$ cat src/sldc_pkg.sv
// Shared types and constants for the sync/length frame command decoder.
package sldc_pkg;

  localparam int FRAME_BUFFER_BYTES = 64;
  localparam logic [7:0] RELEASE_PRESSURE = 8'd0;

  localparam int HEADER_BYTES = 3;
  localparam int TOUCH_BYTES = 5;
  localparam int FILL_W = $clog2(FRAME_BUFFER_BYTES + 1);
  localparam int TOUCH_IDX_W = $clog2(TOUCH_BYTES);

  localparam int QUEUE_DEPTH = 2;
  localparam int QUEUE_AW = (QUEUE_DEPTH > 1) ? $clog2(QUEUE_DEPTH) : 1;
  localparam int QUEUE_CW = $clog2(QUEUE_DEPTH + 1);

  typedef enum logic [3:0] {
    EV_PONG    = 4'd0,
    EV_KEY1    = 4'd1,
    EV_KEY2    = 4'd2,
    EV_DOWN    = 4'd3,
    EV_MOVE    = 4'd4,
    EV_UP      = 4'd5,
    EV_UNKNOWN = 4'd6,
    EV_SYNC    = 4'd7,
    EV_OVERRUN = 4'd8,
    EV_INVALID = 4'd9
  } event_t;

  typedef enum logic [2:0] {
    REG_SYNC_BYTE   = 3'd0,
    REG_PONG_CODE   = 3'd1,
    REG_KEY_ONE     = 3'd2,
    REG_KEY_TWO     = 3'd3,
    REG_TOUCH_DOWN  = 3'd4,
    REG_TOUCH_MOVE  = 3'd5,
    REG_TOUCH_UP    = 3'd6,
    REG_TOUCH_MIN   = 3'd7
  } cfg_reg_t;

  typedef enum logic [1:0] {
    JOB_SYNC_ERR = 2'd0,
    JOB_INVALID  = 2'd1,
    JOB_OVERRUN  = 2'd2,
    JOB_FRAME    = 2'd3
  } job_kind_t;

  typedef struct packed {
    logic [7:0] sync_byte;
    logic [7:0] pong_code;
    logic [7:0] key_one_code;
    logic [7:0] key_two_code;
    logic [7:0] touch_down_code;
    logic [7:0] touch_move_code;
    logic [7:0] touch_up_code;
    logic [5:0] touch_min_payload;
  } cfg_t;

  typedef struct packed {
    job_kind_t                       kind;
    logic [7:0]                      cmd;
    logic                            short_payload;
    logic [TOUCH_BYTES-1:0][7:0]     touch;
  } job_t;

  typedef struct packed {
    logic full;
    logic empty;
  } queue_status_t;

endpackage

$ cat src/sync_length_frame_command_decoder_unit.sv
// Top level of the sync/length framed command decoder.
// Takes one byte per cycle. The front end frames the stream (sync byte, 16-bit
// little-endian length, command, payload) and hands each sync error, invalid
// length, overrun or completed frame to a two-entry job queue; the back end
// decodes the command against the code registers into a registered result. A
// byte is accepted every cycle while the job queue has room; in_stall rises
// only when both queue entries are held behind a stalled result. Each result
// is queued, then registered. Short touch-down and touch-move frames yield
// no result. Configuration writes are always taken (cfg_ready is high).
module sync_length_frame_command_decoder_unit (
  input  logic                clk,
  input  logic                rst,
  input  logic                in_valid,
  output logic                in_stall,
  input  logic [7:0]          data_byte,
  output logic                out_valid,
  input  logic                out_stall,
  output logic [3:0]          event_res,
  output logic [7:0]          command_code,
  output logic signed [15:0]  touch_x,
  output logic signed [15:0]  touch_y,
  output logic [7:0]          touch_pressure,
  input  logic                cfg_valid,
  output logic                cfg_ready,
  input  logic [2:0]          cfg_index,
  input  logic [7:0]          cfg_data
);

  sldc_pkg::cfg_t           cfg;
  sldc_pkg::job_t           push_job, head_job;
  sldc_pkg::queue_status_t  status;
  logic                     push, pop;

  assign cfg_ready = 1'b1;
  assign in_stall = status.full;

  always_ff @(posedge clk) begin
    if (rst) begin
      cfg.sync_byte <= 8'd165;
      cfg.pong_code <= 8'd1;
      cfg.key_one_code <= 8'd2;
      cfg.key_two_code <= 8'd3;
      cfg.touch_down_code <= 8'd4;
      cfg.touch_move_code <= 8'd5;
      cfg.touch_up_code <= 8'd6;
      cfg.touch_min_payload <= 6'd5;
    end else if (cfg_valid && cfg_ready) begin
      case (sldc_pkg::cfg_reg_t'(cfg_index))
        sldc_pkg::REG_SYNC_BYTE:  cfg.sync_byte <= cfg_data;
        sldc_pkg::REG_PONG_CODE:  cfg.pong_code <= cfg_data;
        sldc_pkg::REG_KEY_ONE:    cfg.key_one_code <= cfg_data;
        sldc_pkg::REG_KEY_TWO:    cfg.key_two_code <= cfg_data;
        sldc_pkg::REG_TOUCH_DOWN: cfg.touch_down_code <= cfg_data;
        sldc_pkg::REG_TOUCH_MOVE: cfg.touch_move_code <= cfg_data;
        sldc_pkg::REG_TOUCH_UP:   cfg.touch_up_code <= cfg_data;
        sldc_pkg::REG_TOUCH_MIN:  cfg.touch_min_payload <= cfg_data[5:0];
        default: ;
      endcase
    end
  end

  sldc_front u_front (
    .clk       (clk),
    .rst       (rst),
    .in_valid  (in_valid),
    .in_stall  (in_stall),
    .data_byte (data_byte),
    .cfg       (cfg),
    .push      (push),
    .job       (push_job)
  );

  sldc_queue u_queue (
    .clk      (clk),
    .rst      (rst),
    .push     (push),
    .push_job (push_job),
    .pop      (pop),
    .head_job (head_job),
    .status   (status)
  );

  sldc_back u_back (
    .clk            (clk),
    .rst            (rst),
    .cfg            (cfg),
    .head_job       (head_job),
    .status         (status),
    .pop            (pop),
    .out_stall      (out_stall),
    .out_valid      (out_valid),
    .event_res      (event_res),
    .command_code   (command_code),
    .touch_x        (touch_x),
    .touch_y        (touch_y),
    .touch_pressure (touch_pressure)
  );

endmodule

$ cat src/sldc_front.sv
// Front end: frames the byte stream and classifies each completed frame or error.
module sldc_front (
  input  logic              clk,
  input  logic              rst,
  input  logic              in_valid,
  input  logic              in_stall,
  input  logic [7:0]        data_byte,
  input  sldc_pkg::cfg_t    cfg,
  output logic              push,
  output sldc_pkg::job_t    job
);

  logic [sldc_pkg::FILL_W-1:0]              fill_count, fill_next, fill_inc;
  logic [15:0]                              length_field, length_next;
  logic [7:0]                               frame_command, command_next;
  logic [sldc_pkg::TOUCH_BYTES-1:0][7:0]    touch_bytes, touch_next;
  logic [5:0]                               need;
  logic [16:0]                              total;
  logic                                     accept;

  assign accept = in_valid && !in_stall;
  assign fill_inc = fill_count + 1'b1;
  assign need = (cfg.touch_min_payload < 6'(sldc_pkg::TOUCH_BYTES)) ?
                6'(sldc_pkg::TOUCH_BYTES) : cfg.touch_min_payload;
  assign total = {1'b0, length_next} + 17'(sldc_pkg::HEADER_BYTES);

  always_comb begin
    fill_next = fill_count;
    length_next = length_field;
    command_next = frame_command;
    touch_next = touch_bytes;
    push = 1'b0;
    job.kind = sldc_pkg::JOB_SYNC_ERR;
    job.cmd = command_next;
    job.short_payload = 1'b0;
    job.touch = touch_next;
    if (accept) begin
      if (fill_count == '0 && data_byte != cfg.sync_byte) begin
        push = 1'b1;
        job.kind = sldc_pkg::JOB_SYNC_ERR;
      end else if (fill_count >= sldc_pkg::FILL_W'(sldc_pkg::FRAME_BUFFER_BYTES)) begin
        fill_next = '0;
        push = 1'b1;
        job.kind = sldc_pkg::JOB_OVERRUN;
      end else begin
        if (fill_count == sldc_pkg::FILL_W'(1)) begin
          length_next[7:0] = data_byte;
        end else if (fill_count == sldc_pkg::FILL_W'(2)) begin
          length_next[15:8] = data_byte;
        end else if (fill_count == sldc_pkg::FILL_W'(3)) begin
          command_next = data_byte;
        end else if (fill_count >= sldc_pkg::FILL_W'(4) &&
                     fill_count < sldc_pkg::FILL_W'(4 + sldc_pkg::TOUCH_BYTES)) begin
          touch_next[sldc_pkg::TOUCH_IDX_W'(fill_count - sldc_pkg::FILL_W'(4))] = data_byte;
        end
        fill_next = fill_inc;
        job.cmd = command_next;
        job.touch = touch_next;
        job.short_payload = (length_next <= 16'(need));
        if (fill_inc >= sldc_pkg::FILL_W'(sldc_pkg::HEADER_BYTES)) begin
          if (length_next == '0 ||
              total > 17'(sldc_pkg::FRAME_BUFFER_BYTES)) begin
            fill_next = '0;
            push = 1'b1;
            job.kind = sldc_pkg::JOB_INVALID;
          end else if (17'(fill_inc) == total) begin
            fill_next = '0;
            push = 1'b1;
            job.kind = sldc_pkg::JOB_FRAME;
          end
        end
      end
    end
  end

  always_ff @(posedge clk) begin
    if (rst) begin
      fill_count <= '0;
    end else begin
      fill_count <= fill_next;
    end
  end

  always_ff @(posedge clk) begin
    length_field <= length_next;
    frame_command <= command_next;
    touch_bytes <= touch_next;
  end

endmodule

$ cat src/sldc_queue.sv
// Short job queue between the framing front end and the decode back end.
module sldc_queue (
  input  logic                     clk,
  input  logic                     rst,
  input  logic                     push,
  input  sldc_pkg::job_t           push_job,
  input  logic                     pop,
  output sldc_pkg::job_t           head_job,
  output sldc_pkg::queue_status_t  status
);

  sldc_pkg::job_t                  entries [sldc_pkg::QUEUE_DEPTH];
  logic [sldc_pkg::QUEUE_AW-1:0]   wr_ptr, rd_ptr;
  logic [sldc_pkg::QUEUE_CW-1:0]   count;
  logic                            do_push, do_pop;

  assign status.full = (count == sldc_pkg::QUEUE_CW'(sldc_pkg::QUEUE_DEPTH));
  assign status.empty = (count == '0);
  assign do_push = push && !status.full;
  assign do_pop = pop && !status.empty;
  assign head_job = entries[rd_ptr];

  always_ff @(posedge clk) begin
    if (rst) begin
      wr_ptr <= '0;
      rd_ptr <= '0;
      count <= '0;
    end else begin
      if (do_push) begin
        wr_ptr <= (wr_ptr == sldc_pkg::QUEUE_AW'(sldc_pkg::QUEUE_DEPTH - 1)) ?
                  '0 : wr_ptr + 1'b1;
      end
      if (do_pop) begin
        rd_ptr <= (rd_ptr == sldc_pkg::QUEUE_AW'(sldc_pkg::QUEUE_DEPTH - 1)) ?
                  '0 : rd_ptr + 1'b1;
      end
      if (do_push && !do_pop) begin
        count <= count + 1'b1;
      end else if (do_pop && !do_push) begin
        count <= count - 1'b1;
      end
    end
  end

  always_ff @(posedge clk) begin
    if (do_push) begin
      entries[wr_ptr] <= push_job;
    end
  end

endmodule

$ cat src/sldc_back.sv
// Back end: decodes queued jobs into events and holds them in the output register.
module sldc_back (
  input  logic                     clk,
  input  logic                     rst,
  input  sldc_pkg::cfg_t           cfg,
  input  sldc_pkg::job_t           head_job,
  input  sldc_pkg::queue_status_t  status,
  output logic                     pop,
  input  logic                     out_stall,
  output logic                     out_valid,
  output logic [3:0]               event_res,
  output logic [7:0]               command_code,
  output logic signed [15:0]       touch_x,
  output logic signed [15:0]       touch_y,
  output logic [7:0]               touch_pressure
);

  sldc_pkg::event_t  ev;
  logic              has_result;
  logic [7:0]        code;
  logic [15:0]       x, y;
  logic [7:0]        z;
  logic              is_touch;

  assign pop = !status.empty && (!out_valid || !out_stall);

  always_comb begin
    ev = sldc_pkg::EV_UNKNOWN;
    has_result = 1'b1;
    code = head_job.cmd;
    x = '0;
    y = '0;
    z = '0;
    is_touch = 1'b0;
    case (head_job.kind)
      sldc_pkg::JOB_SYNC_ERR: begin
        ev = sldc_pkg::EV_SYNC;
        code = '0;
      end
      sldc_pkg::JOB_INVALID: begin
        ev = sldc_pkg::EV_INVALID;
        code = '0;
      end
      sldc_pkg::JOB_OVERRUN: begin
        ev = sldc_pkg::EV_OVERRUN;
        code = '0;
      end
      sldc_pkg::JOB_FRAME: begin
        // first match wins when codes are shared
        if (head_job.cmd == cfg.pong_code) begin
          ev = sldc_pkg::EV_PONG;
        end else if (head_job.cmd == cfg.key_one_code) begin
          ev = sldc_pkg::EV_KEY1;
        end else if (head_job.cmd == cfg.key_two_code) begin
          ev = sldc_pkg::EV_KEY2;
        end else if (head_job.cmd == cfg.touch_down_code) begin
          ev = sldc_pkg::EV_DOWN;
          is_touch = 1'b1;
        end else if (head_job.cmd == cfg.touch_move_code) begin
          ev = sldc_pkg::EV_MOVE;
          is_touch = 1'b1;
        end else if (head_job.cmd == cfg.touch_up_code) begin
          ev = sldc_pkg::EV_UP;
          z = sldc_pkg::RELEASE_PRESSURE;
        end else begin
          ev = sldc_pkg::EV_UNKNOWN;
        end
        if (is_touch) begin
          x = {head_job.touch[1], head_job.touch[0]};
          y = {head_job.touch[3], head_job.touch[2]};
          z = head_job.touch[4];
          // drop touch-down and touch-move frames with too short a payload
          has_result = !head_job.short_payload;
        end
      end
      default: begin
        has_result = 1'b0;
      end
    endcase
  end

  always_ff @(posedge clk) begin
    if (rst) begin
      out_valid <= 1'b0;
    end else if (pop) begin
      out_valid <= has_result;
    end else if (!out_stall) begin
      out_valid <= 1'b0;
    end
  end

  always_ff @(posedge clk) begin
    if (pop) begin
      event_res <= ev;
      command_code <= code;
      touch_x <= x;
      touch_y <= y;
      touch_pressure <= z;
    end
  end

endmodule
$ cat config.mk
export PLATFORM = sky130hd
export DESIGN_NAME = sync_length_frame_command_decoder_unit
export DESIGN_NICKNAME = d
export VERILOG_FILES = /design/src/sldc_pkg.sv /design/src/sync_length_frame_command_decoder_unit.sv /design/src/sldc_front.sv /design/src/sldc_queue.sv /design/src/sldc_back.sv
export SDC_FILE = /design/constraint.sdc
export NUM_CORES = 1
export LEC_CHECK = 0
export BUFFER_PORTS_ARGS = -buffer_cell sky130_fd_sc_hd__buf_2
export CAP_MARGIN = 10
export CORE_MARGIN = 5
export CORE_UTILIZATION = 50
export DETAILED_ROUTE_END_ITERATION = 6
export PLACE_DENSITY_LB_ADDON = 0.05
export SLEW_MARGIN = 20
export SYNTH_ARGS = -nofsm -noshare
export SYNTH_HDL_FRONTEND = slang
export SYNTH_HIERARCHICAL = 1
export SYNTH_SLANG_ARGS = --single-unit
$ cat constraint.sdc
create_clock -name clk -period 9.8 [get_ports clk]
set_input_delay 0.98 -clock clk [delete_from_list [all_inputs] [get_ports clk]]
set_output_delay 0.98 -clock clk [all_outputs]
set_load 0.01 [all_outputs]
==> results of run 1 <==
layer usage:
| metal | global-route usage | up-vias |
|---|---|---|
| li1 | - | 4426 |
| met1 | 0.2944 | 4440 |
| met2 | 0.3061 | 180 |
| met3 | 0.02299 | 46 |
| met4 | 0.03745 | 0 |
| met5 | 0 | - |
critical path, stage by stage:
cell and delay [ns]:
buf_2 0.38, xnor2_1 0.18, nand4_1 0.14, o21ai_2 0.37
nand2_2 0.25, o21ai_0 0.28, inv_1 0.10, ha_1 0.27
nand4b_1 0.30, nor2_1 0.15, o21ai_0 0.13, and2_1 0.20
nor4_1 0.35, xnor2_1 0.12, nand4_2 0.17, o21ai_2 0.12
a21oi_1 0.15, inv_1 0.07, or3_1 0.38, inv_2 0.06
buf_4 0.53
layout make-up:
class | instances | area [sq um]
clock buffers | 36 | 794.5
fillers | 2443 | 12640
well taps | 384 | 480.5
flip-flops and latches | 293 | 7889
repair buffers | 86 | 452.9
multi-input cells | 840 | 5958
inverters | 19 | 72.57
clock inverters | 21 | 183.9
path summary, 6_finish.rpt:
path	endpoint	slack, ns	cells after the start
hold / removal	u_queue/wr_ptr	0.49	2
setup / recovery	u_queue/entries[0][24]	4.18	21
setup reg to reg	u_queue/entries[0][24]	4.27	21
hold reg to reg	u_queue/wr_ptr	0.49	2
sequential cells by signal, summed over array words and instances, names as in the netlist, 4 cells and up, named ones only:
| name | cells |
|---|---|
| u_back/command_code | 8 |
| u_back/touch_x | 16 |
| u_queue/entries | 102 |
| u_back/touch_y | 16 |
| u_front/length_field | 16 |
| u_front/frame_command | 8 |
| u_back/touch_pressure | 8 |
| cfg | 62 |
| u_front/fill_count | 7 |
| u_back/event_res | 4 |
| u_front/touch_bytes | 40 |
power groups by stage:
stage	Combinational [W]	Sequential [W]	Clock [W]
floorplan	0.000532	0.00167	0
global route	0.000860	0.00162	0.00121
detailed placement	0.000800	0.00163	0
CTS	0.000803	0.00160	0.00115
global placement	0.000795	0.00163	0
finish	0.000788	0.00160	0.00113
Yosys cell counts, drive strengths merged, types with 18 or more instances:
library cell and instances:
buf 45, clkbuf 33, nand2 148, dfxtp 91
xnor2 36, nor2 107, nand3 20, a21oi 18
xor2 41, and2 55, inv 18, edfxtp 202
mux2 107, nand2b 57, mux2i 71, o21ai 25
cell families after synthesis:
group / count (synthesis) / synth area share
other: 1 / 0.0002616
xor gates and xnor gates: 77 / 0.04705
and+or+nand+nor: 476 / 0.1735
adders and majority gates: 16 / 0.01397
buffers and inverters: 97 / 0.03483
muxes: 178 / 0.1339
AOI/OAI and AO/OA: 92 / 0.04618
DFF: 293 / 0.5503
metrics by stage:
stage	instance area [sq um]	util
6_report	15830	0.5561
5_1_grt	15830	0.5561
4_1_cts	15830	0.5561
3_5_place_dp	14850	0.5217
3_3_place_gp	14850	0.5217
2_1_floorplan	14330	-
==> results.toml, run 1 <==
[status]
outcome = "finished, final reports clean"

[drt]
vias = 9092
firstDrtPassIters = 5
top_layer = "met4"
avgRoutedWirePerCell_microns = 18.76
drt-met1-wl_microns = 15450
via_per_inst = 5.415
routed-wl-met3_microns = 1322
routed_wl_microns = 31490
drt_iter0_markers = 705
ant_nets = 0
drc = 0
dr_wl_met2_microns = 14230

[clock_network]
cts_buffers = 31
clock-sinks = 293
clk_latency_ns = 0.55
htree_levels = 1
cts_max_path_buffers = 3
cts_root_buffer = "clkbuf_16"
clk_pin_slew_worst_paths_ns = 0.06
postCtsSetupRepairBufs = 0
cts_tree = "done"
post_cts_resized = 0
hold_buffers = 0

[floorplan]
coreArea_sq_um = 28470
die_w_microns = 179.3
die_h_microns = 179.3
initial_core_util = 0.5034
pin_count = 79
fp-row-count = 62
dieArea_sq_um = 32150

[sta]
min_period_ns = 5.618
fmax_mhz = 178.0
setup_viol = 0
rsz0062_at_grt = "false"
worstMarginPinSlew_ns = 0.8705
worst_slack_ns = 4.182
slew_viol_final = 0
period_share = 0.5732
hold_ws_ns = 0.4883
slew_headroom = 0.4185
hold_violations = 0
clock_skew_ns = 0.009957
fin_setup_tns_ns = 0

[synth]
netlist.area_leader.share = 0.4232
avgSynthCellArea_sq_um = 11.65
yosys_warnings = 6
synthesis.nets = 1270
synth_cells = 1230
synth-edff-count = 202
async_flop_share = 0
syn_area_sq_um = 14330
ys.flop_type = "edfxtp_1"
synth_cell_types = 71
ys_seq_area_frac = 0.5503
synthTopCellsByArea = "edfxtp_1, dfxtp_1, mux2_2"
synth-seq-cells = 293
yosys.area.top_type = "edfxtp_1"

[critical_path]
start_kind = "primary input"
path_max_fanout = 51
crit_type = "primary input to flip-flop"
cp-startpoint = "data_byte[5]"
r2r_start = "u_front/fill_count[0]"
worst-endpoint-arrival_ns = 5.80
endpoint_kind = "flip-flop"
crit_required_ns = 9.98

[power_and_ir_drop]
p_int_w = 0.002499
switching_share = 0.2892
power_frac_seq = 0.455
fin_total_pwr_w = 0.003516
pwr-share-clk = 0.320
comb_power_share = 0.224
switchingPower_w = 0.001017
leakage_nw = 6.108
max-vdd-ir-drop_v = 0.0002523
power.density_nw_per_um2 = 222.1

[global_route]
antenna_found_initial = 0
grt_pass1_vias = 8703
grt_pass1_wl_microns = 49090
grt_usage = 0.1947
grt_max_degree = 89
grt_remaining_overflow = 0

[place]
dp_hpwl_microns = 20790
dp_slack_ns = 3.621
gp_congestion = 0.8803
placedCellCount = 1622
port_buffers = 77

[cells_and_area]
layout_commonest_cell = "edfxtp_1"
fin_nets = 1311
n_antenna_cell = 0
fin_cells = 1679
areaGrowthSynthToFinish_pct = 10.46
final_cell_mix = "edfxtp_1, nand2_1, mux2_2"
drive_above_1_share = 0.2069

[job]
drv_cap = 0

[hold_path]
hold_path.startpoint = "u_queue/wr_ptr"
hold_path_class = "flip-flop to flip-flop"
Power figures use the tool's default switching activity.
==> run 2: changes to the inputs <==
==> constraint.sdc (replaced) <==
create_clock -name clk -period 4.54 [get_ports clk]
set_input_delay 0.454 -clock clk [delete_from_list [all_inputs] [get_ports clk]]
set_output_delay 0.454 -clock clk [all_outputs]
set_load 0.01 [all_outputs]
==> results.toml, run 2 (same netlist as run 1, synthesis figures left out) <==
[status]
outcome = "finished, final reports clean"

[critical_path]
endpoint_kind = "flip-flop"
r2r-end = "u_queue/count[1]"
r2r_start = "u_queue/count[1]"
worst-r2r-setup-slack_ns = 0.31
crit_type = "flip-flop to flip-flop"
path_max_fanout = 6
start_kind = "flip-flop"
worst-endpoint-arrival_ns = 4.72
reg2reg_depth = 20
crit_required_ns = 5.03

[floorplan]
die_h_microns = 179.3
dieArea_sq_um = 32150
die_w_microns = 179.3
pin_count = 79
fp-row-count = 62
initial_core_util = 0.5034
coreArea_sq_um = 28470

[cells_and_area]
multi_input_area_sq_um = 6073
fillerInstances = 2416
fin_area_sq_um = 16250
areaGrowthSynthToFinish_pct = 13.40
drive_above_1_share = 0.2415
regArea_sq_um = 7895
n_antenna_cell = 0
largest_reg_flops = 102
top_regs = "u_queue/entries (102), cfg (62), u_front/touch_bytes (40)"
layout_commonest_cell = "edfxtp_1"
fin_nets = 1340
top_register = "u_queue/entries"
final_cell_mix = "edfxtp_1, nand2_1, mux2_2"

[global_route]
grt_max_degree = 68
grt_pass1_wl_microns = 49540
grt_usage = 0.1955
grt_remaining_overflow = 0
grt_pass1_vias = 8938
antenna_found_initial = 0

[power_and_ir_drop]
power.density_nw_per_um2 = 477.0
max-vdd-ir-drop_v = 0.0003283
leakage_nw = 6.337

[place]
dp_hpwl_microns = 21350
port_buffers = 77
post_dp_cell_area_sq_um = 15150
gp_congestion = 0.9108
dp_slack_ns = 0.1510

[hold_path]
hold_path.startpoint = "cfg_data[7]"
hold_path_class = "primary input to flip-flop"
hold_path_depth = 3
holdPathEnd = "cfg[61]"

[drt]
vias = 9249
drc = 0
firstDrtPassIters = 5
ant_nets = 0
avgRoutedWirePerCell_microns = 18.45
routed_wl_microns = 31530
via_per_inst = 5.412
drt_iter0_markers = 598

[clock_network]
clk_pin_slew_worst_paths_ns = 0.06
cts_tree = "done"
cts_max_path_buffers = 3
cts_root_buffer = "clkbuf_16"
clock-sinks = 293
htree_levels = 1
hold_buffers = 0
cts_buffers = 31
clk_latency_ns = 0.57

[sta]
worst_slack_ns = 0.3088
setup_viol = 0
worstMarginPinSlew_ns = 0.9710
fmax_mhz = 236.3
slew_headroom = 0.3434
period_share = 0.9320
min_period_ns = 4.231
slew_viol_final = 0
clock_skew_ns = 0.01270
hold_violations = 0

[job]
drv_cap = 0
run 2: changes by cell type in the layout (fill, tap and decap cells not counted), sizes merged:
cell	change
clkinv	+3
bufinv	+1
buf	+29
inv	-1
clkbuf	-2
run 2: final cells by class:
class                   count  share of cell area
well taps                 384             0.02956
flip-flops and latches    293              0.4858
clock inverters            24             0.01401
multi-input cells         840              0.3737
inverters                  19            0.004773
repair buffers            115             0.04380
clock buffers              34             0.04842
run 2: worst max-delay path, cell delays in order, from the launching register on:
cell	delay [ns]
dfxtp_1	0.34
nor2b_4	0.16
nand2b_1	0.22
or2_2	0.39
nor3_4	0.21
a21oi_4	0.07
ha_4	0.20
nand4b_1	0.27
a21oi_1	0.21
nor2_1	0.05
o21ai_0	0.17
nand4b_1	0.16
a2111oi_4	0.22
nand4_2	0.21
o21ai_2	0.20
a21oi_1	0.08
inv_1	0.09
nor2_1	0.06
ha_1	0.34
or3_1	0.36
a21oi_1	0.14
run 2: power breakdown:
part / leakage (nW) / switching [W] / internal (W)
registers: 2.63 / 0.000177 / 0.00332
clock network: 0.498 / 0.00103 / 0.00148
logic: 3.21 / 0.00102 / 0.000720
total: 6.34 / 0.00223 / 0.00552
run 2: timing repair:
item,CTS,global route
resized for setup,0,13
setup endpoints to repair,0,104
setup buffers,0,5
run 2: how the worst max path moves through the flow:
stage / start / endpoint / cells past startpoint
after floorplan: data_byte[5] / u_queue/entries[0][0] / 21
after global routing: u_queue/count[1] / u_queue/count[1] / 20
after global placement: data_byte[5] / u_queue/count[1] / 22
after CTS: u_front/fill_count[1] / u_queue/count[1] / 22
final: u_queue/count[1] / u_queue/count[1] / 20
after detailed placement: u_front/fill_count[1] / u_queue/count[1] / 22
run 2: per-layer routing:
layer | vias to the layer above | share of wire | global-route usage
li1 | 4487 | - | -
met1 | 4493 | 0.48 | 0.2861
met2 | 229 | 0.46 | 0.3090
met3 | 40 | 0.052 | 0.03437
met4 | 0 | 0.014 | 0.03935
met5 | - | 0 | 0
run 2: stage by stage:
stage | instances | hold WS, ns | TNS, ns | utilization | total power (W)
2_1_floorplan | 1230 | 0.4604 | -0.8832 | - | 0.004759
3_3_place_gp | 1646 | 0.4720 | 0 | 0.5322 | 0.005297
3_5_place_dp | 1646 | 0.4789 | 0 | 0.5322 | 0.005304
4_1_cts | 1704 | 0.1758 | 0 | 0.5678 | 0.007824
5_1_grt | 1709 | 0.1818 | -0.01886 | 0.5709 | 0.008136
6_report | 1709 | 0.2040 | 0 | 0.5709 | 0.007753
==> run 3: changes to the inputs <==
--- a/config.mk
+++ b/config.mk
@@ -5,7 +5,7 @@
 export SDC_FILE = /design/constraint.sdc
 export NUM_CORES = 1
 export LEC_CHECK = 0
-export BUFFER_PORTS_ARGS = -buffer_cell sky130_fd_sc_hd__buf_2
+export BUFFER_PORTS_ARGS = -buffer_cell sky130_fd_sc_hd__buf_4
 export CAP_MARGIN = 10
 export CORE_MARGIN = 5
 export CORE_UTILIZATION = 50
==> results.toml, run 3 (same netlist as run 1, synthesis figures left out) <==
[clock_network]
clk_pin_slew_worst_paths_ns = 0.06
clk_latency_ns = 0.51
clock-sinks = 293
cts_max_path_buffers = 3
htree_levels = 2
cts_tree = "done"
cts_buffers = 34
cts_root_buffer = "clkbuf_16"
hold_buffers = 0

[place]
dp_hpwl_microns = 21040
port_buffers = 77
gp_congestion = 0.8700
post_dp_cell_area_sq_um = 15310

[cells_and_area]
fin_area_sq_um = 16570
top_regs = "u_queue/entries (102), cfg (62), u_front/touch_bytes (40)"
fin_nets = 1342
layout_commonest_cell = "edfxtp_1"
multi_input_area_sq_um = 6070
areaGrowthSynthToFinish_pct = 15.59
final_core_util = 0.5819
top_register = "u_queue/entries"
drive_above_1_share = 0.2492
fillerInstances = 2401
final_cell_mix = "edfxtp_1, nand2_1, buf_4"
largest_reg_flops = 102
regArea_sq_um = 7894
n_antenna_cell = 0

[global_route]
grt_usage = 0.1973
grt_pass1_vias = 8795
antenna_found_initial = 0
grt_pass1_wl_microns = 49610
grt_remaining_overflow = 0
grt_max_degree = 97

[drt]
routed_wl_microns = 31760
avgRoutedWirePerCell_microns = 18.55
drt_iter0_markers = 577
ant_nets = 0
vias = 9161
via_per_inst = 5.351
drc = 0
firstDrtPassIters = 5

[floorplan]
die_h_microns = 179.3
pin_count = 79
die_w_microns = 179.3
dieArea_sq_um = 32150
coreArea_sq_um = 28470
fp-row-count = 62
initial_core_util = 0.5034

[sta]
worstMarginPinSlew_ns = 1.095
period_share = 0.9455
min_period_ns = 4.293
slew_headroom = 0.2595
fmax_mhz = 233.0
hold_violations = 0
setup_viol = 0
clock_skew_ns = 0.01811
slew_viol_final = 0

[critical_path]
cp-startpoint = "u_front/fill_count[1]"
crit_type = "flip-flop to flip-flop"
worst-r2r-setup-slack_ns = 0.25
r2r_start = "u_front/fill_count[1]"
endpoint = "u_queue/count[1]"
crit_required_ns = 4.96
path_max_fanout = 8
reg2reg_depth = 22
worst-endpoint-arrival_ns = 4.71
r2r-end = "u_queue/count[1]"
endpoint_kind = "flip-flop"
start_kind = "flip-flop"

[power_and_ir_drop]
leakage_nw = 6.439
power.density_nw_per_um2 = 486.9
max-vdd-ir-drop_v = 0.0003071

[status]
outcome = "finished, final reports clean"

[job]
drv_cap = 0

[hold_path]
hold_path_class = "primary input to flip-flop"
-- run 3: final cells by class --
type / instances / share of cell area
sequential: 293 / 0.4765
multi-input combinational: 840 / 0.3664
timing repair buffer: 114 / 0.05513
clock inverter: 18 / 0.01163
tap: 384 / 0.02900
inverter: 19 / 0.004758
clock buffer: 44 / 0.05664
-- run 3: per-stage QoR --
stage	setup WS (ns)	setup TNS [ns]	instances	power (W)	hold WS (ns)
floorplan	-0.01732	-0.8832	1230	0.004759	0.4604
global route	-0.009826	-0.009826	1712	0.008475	0.2493
CTS	0.06783	0	1704	0.008146	0.2095
global placement	0.2451	0	1642	0.005401	0.4723
finish	0.2475	0	1712	0.008066	0.2272
detailed placement	0.1100	0	1642	0.005406	0.4786
-- run 3: routing by layer --
metal	track usage	up-vias	routed length [microns]
met5	0	-	0
met4	0.03935	0	476
met3	0.03142	34	1578
met2	0.3093	191	14720
met1	0.2931	4456	14990
li1	-	4480	-
-- run 3: how the worst min path moves through the flow --
stage                            from  depth (start not counted)  slack (ns)       to
after floorplan               cfg[38]                          2        0.46  cfg[38]
after global placement        cfg[41]                          2        0.47  cfg[41]
after detailed placement      cfg[38]                          2        0.48  cfg[38]
after CTS                 cfg_data[5]                          3        0.21  cfg[59]
after global routing      cfg_data[5]                          3        0.25  cfg[59]
final                     cfg_data[5]                          3        0.23  cfg[59]
-- run 3: critical path, cell delays in order, from the launching register on --
cell and delay (ns):
dfxtp_2 0.36, inv_1 0.13, ha_2 0.26, nand3_4 0.12, mux2i_2 0.24, nor3_2 0.06
a21oi_2 0.20, ha_4 0.19, and4b_1 0.24, a21o_1 0.17, a21oi_1 0.15, a31oi_1 0.06
nand2_1 0.09, nand4b_1 0.14, a2111oi_4 0.33, nand4_2 0.20, o21ai_2 0.17, a21oi_1 0.08
inv_1 0.09, nor2_1 0.07, ha_1 0.33, or3_1 0.35, a21oi_1 0.16
-- run 3: repair_timing --
item	CTS	global route
setup endpoints to repair	0	53
setup buffers	0	7
gates resized for setup	0	15
-- run 3: power breakdown --
group	switching, W	total [W]	internal [W]
Combinational	0.00103	0.00185	0.000820
Sequential	0.000183	0.00351	0.00333
Clock	0.00107	0.00271	0.00164
